===== config.mk =====
export PLATFORM = sky130hd
export DESIGN_NAME = tcon_idx_split
export DESIGN_NICKNAME = d
export VERILOG_FILES = /design/src/sv/text_console_with_scroll_defines.svh /design/src/sv/tcon_pkg.sv /design/src/sv/tcon_idx_split.sv
export SDC_FILE = /design/constraint.sdc
export NUM_CORES = 1
export LEC_CHECK = 0
export ABC_AREA = 1
export BUFFER_PORTS_ARGS = -buffer_cell sky130_fd_sc_hd__buf_4
export CORE_ASPECT_RATIO = 1.4
export CORE_UTILIZATION = 65
export DETAILED_ROUTE_END_ITERATION = 8
export PLACE_DENSITY = 0.84
export SYNTH_ARGS = -nofsm -noshare
export SYNTH_HDL_FRONTEND = slang
export SYNTH_SLANG_ARGS = --single-unit

===== constraint.sdc =====
create_clock -name i_clk -period 6.1 [get_ports i_clk]
set_input_delay 0.61 -clock i_clk [delete_from_list [all_inputs] [get_ports i_clk]]
set_output_delay 0.61 -clock i_clk [all_outputs]
set_load 0.02 [all_outputs]

===== src/sv/text_console_with_scroll_defines.svh =====
// Assertion macros shared by the text console RTL.
// Users must have i_clk and an active-low synchronous reset i_rst_n in scope.
`ifndef TEXT_CONSOLE_WITH_SCROLL_DEFINES_SVH
`define TEXT_CONSOLE_WITH_SCROLL_DEFINES_SVH

// A condition that must hold at every clock edge outside reset.
`define TCON_ASSERT_ALWAYS(label, cond) \
    label: assert property (@(posedge i_clk) disable iff (!i_rst_n) (cond)) \
        else $error("text console invariant violated");

// A consequent that must hold in the same cycle as its antecedent.
`define TCON_ASSERT_IMP(label, ante, cons) \
    label: assert property (@(posedge i_clk) disable iff (!i_rst_n) (ante) |-> (cons)) \
        else $error("text console implication violated");

`endif


===== src/sv/tcon_pkg.sv =====
// Shared constants, types and action codes of the text console.
// No dependencies; every module refers to it by scoped names.
`timescale 1ns / 1ps

package tcon_pkg;

    localparam int COLUMNS    = 80;
    localparam int ROWS       = 25;
    localparam int CELL_TOTAL = COLUMNS * ROWS;

    localparam int IDX_W     = 11;
    localparam int CUR_W     = 11;
    localparam int CHAR_W    = 8;
    localparam int ATTR_W    = 8;
    localparam int CELL_W    = CHAR_W + ATTR_W;
    localparam int COL_W     = $clog2(COLUMNS);
    localparam int ROW_W     = $clog2(ROWS);
    localparam int CURROW_W  = $clog2(ROWS + 1);
    localparam int ADDR_W    = $clog2(CELL_TOTAL);

    // Reciprocal of the column count, used to split a cell number into row and column.
    localparam int SPLIT_SHIFT = IDX_W + 1;
    localparam int SPLIT_RECIP = (1 << SPLIT_SHIFT) / COLUMNS;

    localparam logic [1:0] ACT_PUT   = 2'd0;
    localparam logic [1:0] ACT_READ  = 2'd1;
    localparam logic [1:0] ACT_CLEAR = 2'd2;

    localparam logic [CHAR_W-1:0] CHAR_NONE    = 8'h00;
    localparam logic [CHAR_W-1:0] CHAR_NEWLINE = 8'h0A;

    typedef struct packed {
        logic             in_range;
        logic [ROW_W-1:0] row;
        logic [COL_W-1:0] col;
    } t_split_res;

endpackage


===== src/sv/tcon_idx_split.sv =====
// Two-stage splitter of a cell number into row and column by reciprocal multiply.
// Depends on tcon_pkg for the geometry and the result struct.
`timescale 1ns / 1ps

module tcon_idx_split (
    input  logic                        i_clk,
    input  logic                        i_rst_n,
    input  logic                        i_start,
    input  logic [tcon_pkg::IDX_W-1:0]  i_idx,
    output logic                        o_done,
    output tcon_pkg::t_split_res        o_res
);

    localparam int PROD_W = tcon_pkg::IDX_W + tcon_pkg::SPLIT_SHIFT;

    logic                        r_s1_valid;
    logic                        r_s2_valid;
    logic [tcon_pkg::IDX_W-1:0]  r_idx;
    logic [tcon_pkg::IDX_W-1:0]  r_q_est;
    tcon_pkg::t_split_res        r_res;

    logic [PROD_W-1:0]           w_prod;
    logic [tcon_pkg::IDX_W-1:0]  w_rem;
    logic [tcon_pkg::IDX_W-1:0]  w_q;
    logic [tcon_pkg::IDX_W-1:0]  w_col;

    // The estimate is never more than one below the true quotient.
    assign w_prod = PROD_W'(i_idx) * PROD_W'(tcon_pkg::SPLIT_RECIP);
    assign w_rem  = r_idx - tcon_pkg::IDX_W'(int'(r_q_est) * tcon_pkg::COLUMNS);

    always_comb begin
        if (w_rem >= tcon_pkg::IDX_W'(tcon_pkg::COLUMNS)) begin
            w_q   = r_q_est + tcon_pkg::IDX_W'(1);
            w_col = w_rem - tcon_pkg::IDX_W'(tcon_pkg::COLUMNS);
        end else begin
            w_q   = r_q_est;
            w_col = w_rem;
        end
    end

    always_ff @(posedge i_clk) begin
        if (!i_rst_n) begin
            r_s1_valid <= 1'b0;
            r_s2_valid <= 1'b0;
        end else begin
            r_s1_valid <= i_start;
            r_s2_valid <= r_s1_valid;
        end
    end

    always_ff @(posedge i_clk) begin
        if (i_start) begin
            r_idx   <= i_idx;
            r_q_est <= w_prod[PROD_W-1 -: tcon_pkg::IDX_W];
        end
        if (r_s1_valid) begin
            r_res.in_range <= (r_idx < tcon_pkg::IDX_W'(tcon_pkg::CELL_TOTAL));
            r_res.row      <= w_q[tcon_pkg::ROW_W-1:0];
            r_res.col      <= w_col[tcon_pkg::COL_W-1:0];
        end
    end

    assign o_done = r_s2_valid;
    assign o_res  = r_res;

endmodule


==> flow_metrics.tcl <==
set metrics [dict create \
    yosys.area_share.simple 0.2064 \
    dieArea_mm2 0.004828 \
    ios 28 \
    synth-xor-area-share 0.02961 \
    first_pass_iters 6 \
    maxCapViolCount 0 \
    critPathMaxFanout 5 \
    reg2reg_slack_ns 2.96 \
    async_reset_ff_frac 0 \
    clock-sinks 31 \
    setup_viol 0 \
    drv_slew 0 \
    path_clk_slew_ns 0.06 \
    yosysMostFrequentCell "nand2_1" \
    period_needed_ns 3.204 \
    setup_ws_ns 2.896 \
    grt_pass1_vias 2255 \
    synth_area_mm2 0.002958 \
    hp-start "r_idx[2]" \
    hold_buffers 0 \
    synth_area_leaders "edfxtp_1 29%, ha_1 22%, fa_1 10%" \
    crit_path_max_incr_delay_ns 0.53 \
    first_iter_violations 100 \
    fin_tns_setup_ns 0 \
    yosys_register_bits 31 \
    muxShareOfSynthArea 0 \
    required_ns 6.13 \
    drt_wl_total_mm 5.844 \
    reg2reg_depth 14 \
    synth_commonest_cells "73 x nand2_1, 63 x inv_1, 51 x ha_1" \
    min_path_type "flop to flop" \
    synth_top_family_by_area "adder cells" \
    critPathKind "input port to flop" \
    antenna_found_initial 0 \
    fin_worst_skew_ns 0.001671 \
    ff_latch_area_um2 910.9 \
    clockBufferDepth 2 \
    die_x_um 59.01 \
    hold_end "o_res[2]" \
    syn_avg_cell_area_um2 8.936 \
    crit_chain "buf_4, ha_1, inv_1, fa_1, fa_1, inv_1, ha_1, a21oi_1, o21bai_1, a21oi_1, a21o_1, nand2_1" \
    pre_cts_ws_ns 2.625 \
    diodes 0 \
    critPathSlowestCell "fa_1" \
    start_util 0.6864 \
    holdPathStages 0 \
    cts_tree "done" \
    totalPowerFinal_mw 1.598 \
    viasPerCell 5.404 \
    globalplace.congestion 0.8683 \
    cp-end-kind "flop" \
    clock_latency_ns 0.27 \
    synth-seq-area-share 0.3080 \
    post_cts_buffers 0 \
    wire_per_inst_um 13.72 \
    fill_cells 311 \
    grt_overflow 0 \
    postRouteAntennaNets 0 \
    layout.nets 445 \
    cts-htree-levels 2 \
    cts_resized 0 \
    ir_worst_vdd_mv 0.2287 \
    synthAdderAreaFrac 0.3173 \
    hpwl_mm 5.001 \
    core_region_area_mm2 0.004309 \
    fmax_ghz 0.3121 \
    synth-compound-area-share 0.05245 \
    ys_types 30 \
    timing.rr.start "r_q_est[1]" \
    synth_nets 411 \
    status "finished, final reports clean" \
    drc_errors 0 \
    yosys_warnings 0 \
    p_leak_nw 1.749 \
    startpoint_type "input port" \
    multi_input_area_mm2 0.001792 \
    slew_headroom 0.6157 \
    synthFlopType "edfxtp_1" \
    die_h_um 81.82 \
    r2r-end "o_res[10]" \
    rsz0062_at_grt "no" \
    grt_pass1_wl_mm 9.632 \
    syn_to_final_growth_pct 12.99 \
    io_buffers 27 \
    row_count 28 \
    finalHoldViolCount 0 \
    via_count 2302 \
    worst_pin_slew_ns 0.5756 \
    synthCells 331 \
    yosysTopAreaCellShare 0.2944 \
    grt_max_degree 18 \
    clock-root-buffer "clkbuf_8" \
    yosysTopAreaCell "edfxtp_1" \
    cts_buffers 5 \
    worstPathArrival_ns 3.24 \
    powerDensity_mw_per_mm2 478.2 \
    finalCritPeriodShare 0.5253 \
    synth_edf_count 29 \
    track_usage 0.2692 \
    drive_gt1_frac 0.1366 \
]
registers in the layout, summed over array words and instances, names as in the netlist:
signal,cells
r_q_est,5
o_res,13
r_idx,11
o_done,1
r_s1_valid,1
per-layer routing:
metal / track usage / vias to the layer above / routed length [um]
met5: 0 / - / 0
met3: 0.03465 / 12 / 129
met2: 0.5443 / 49 / 3449
met1: 0.2709 / 1088 / 2130
met4: 0.09762 / 0 / 135
li1: - / 1153 / -
report_power, final:
group / internal (mW) / switching [mW] / leakage [nW] / total [mW]
clock network: 0.122 / 0.0703 / 0.0524 / 0.192
logic: 0.388 / 0.679 / 1.40 / 1.07
registers: 0.303 / 0.0353 / 0.296 / 0.338
worst max path at each step:
stage | start | end | slack [ns] | depth (start not counted)
finish | i_idx[9] | r_q_est[4] | 2.90 | 12
global route | i_idx[6] | r_q_est[3] | 2.75 | 14
CTS | i_idx[9] | r_q_est[4] | 2.91 | 12
detailed placement | i_idx[9] | r_q_est[4] | 2.63 | 12
global placement | i_idx[9] | r_q_est[4] | 2.68 | 12
floorplan | i_idx[6] | r_q_est[4] | 2.93 | 12
kinds of logic after synthesis:
group / Yosys count
AOI/OAI and AO/OA: 27
xor gates and xnor gates: 10
adders and majority gates: 66
buffers and inverters: 68
DFF: 31
and+or+nand+nor: 129
placed cells by master (no fill, tap or decap), types with 8 or more instances in the layout:
cell type and instances:
a21oi_1 15, buf_4 27, edfxtp_1 29, fa_1 15, ha_1 51, inv_1 63
nand2_1 73, nand3_1 19, nand4_1 9, nor2_1 11, xor2_1 8
worst max-delay path: cells and delay by family:
kind            cells  cell delay [ns]
simple gates        1             0.04
compound gates      4             0.67
fa+ha+maj           4             1.65
buf+inv             3             0.25
area by class of cell:
cell class / instances / area share
Multi-Input combinational cell: 232 / 0.5361
Sequential cell: 31 / 0.2726
Inverter: 68 / 0.07638
Timing Repair Buffer: 27 / 0.06065
Clock buffer: 7 / 0.02284
Tap cell: 60 / 0.02246
Clock inverter: 1 / 0.008985
through the flow:
step,hold slack (ns),util,cell area [um^2],cells
final,0.4519,0.7756,3342,426
after global routing,0.4764,0.7756,3342,426
after CTS,0.4549,0.7756,3342,426
after detailed placement,0.4422,0.7509,3236,418
after global placement,0.4340,0.7509,3236,418
after floorplan,0.4272,-,2958,331
Power figures use the tool's default switching activity.
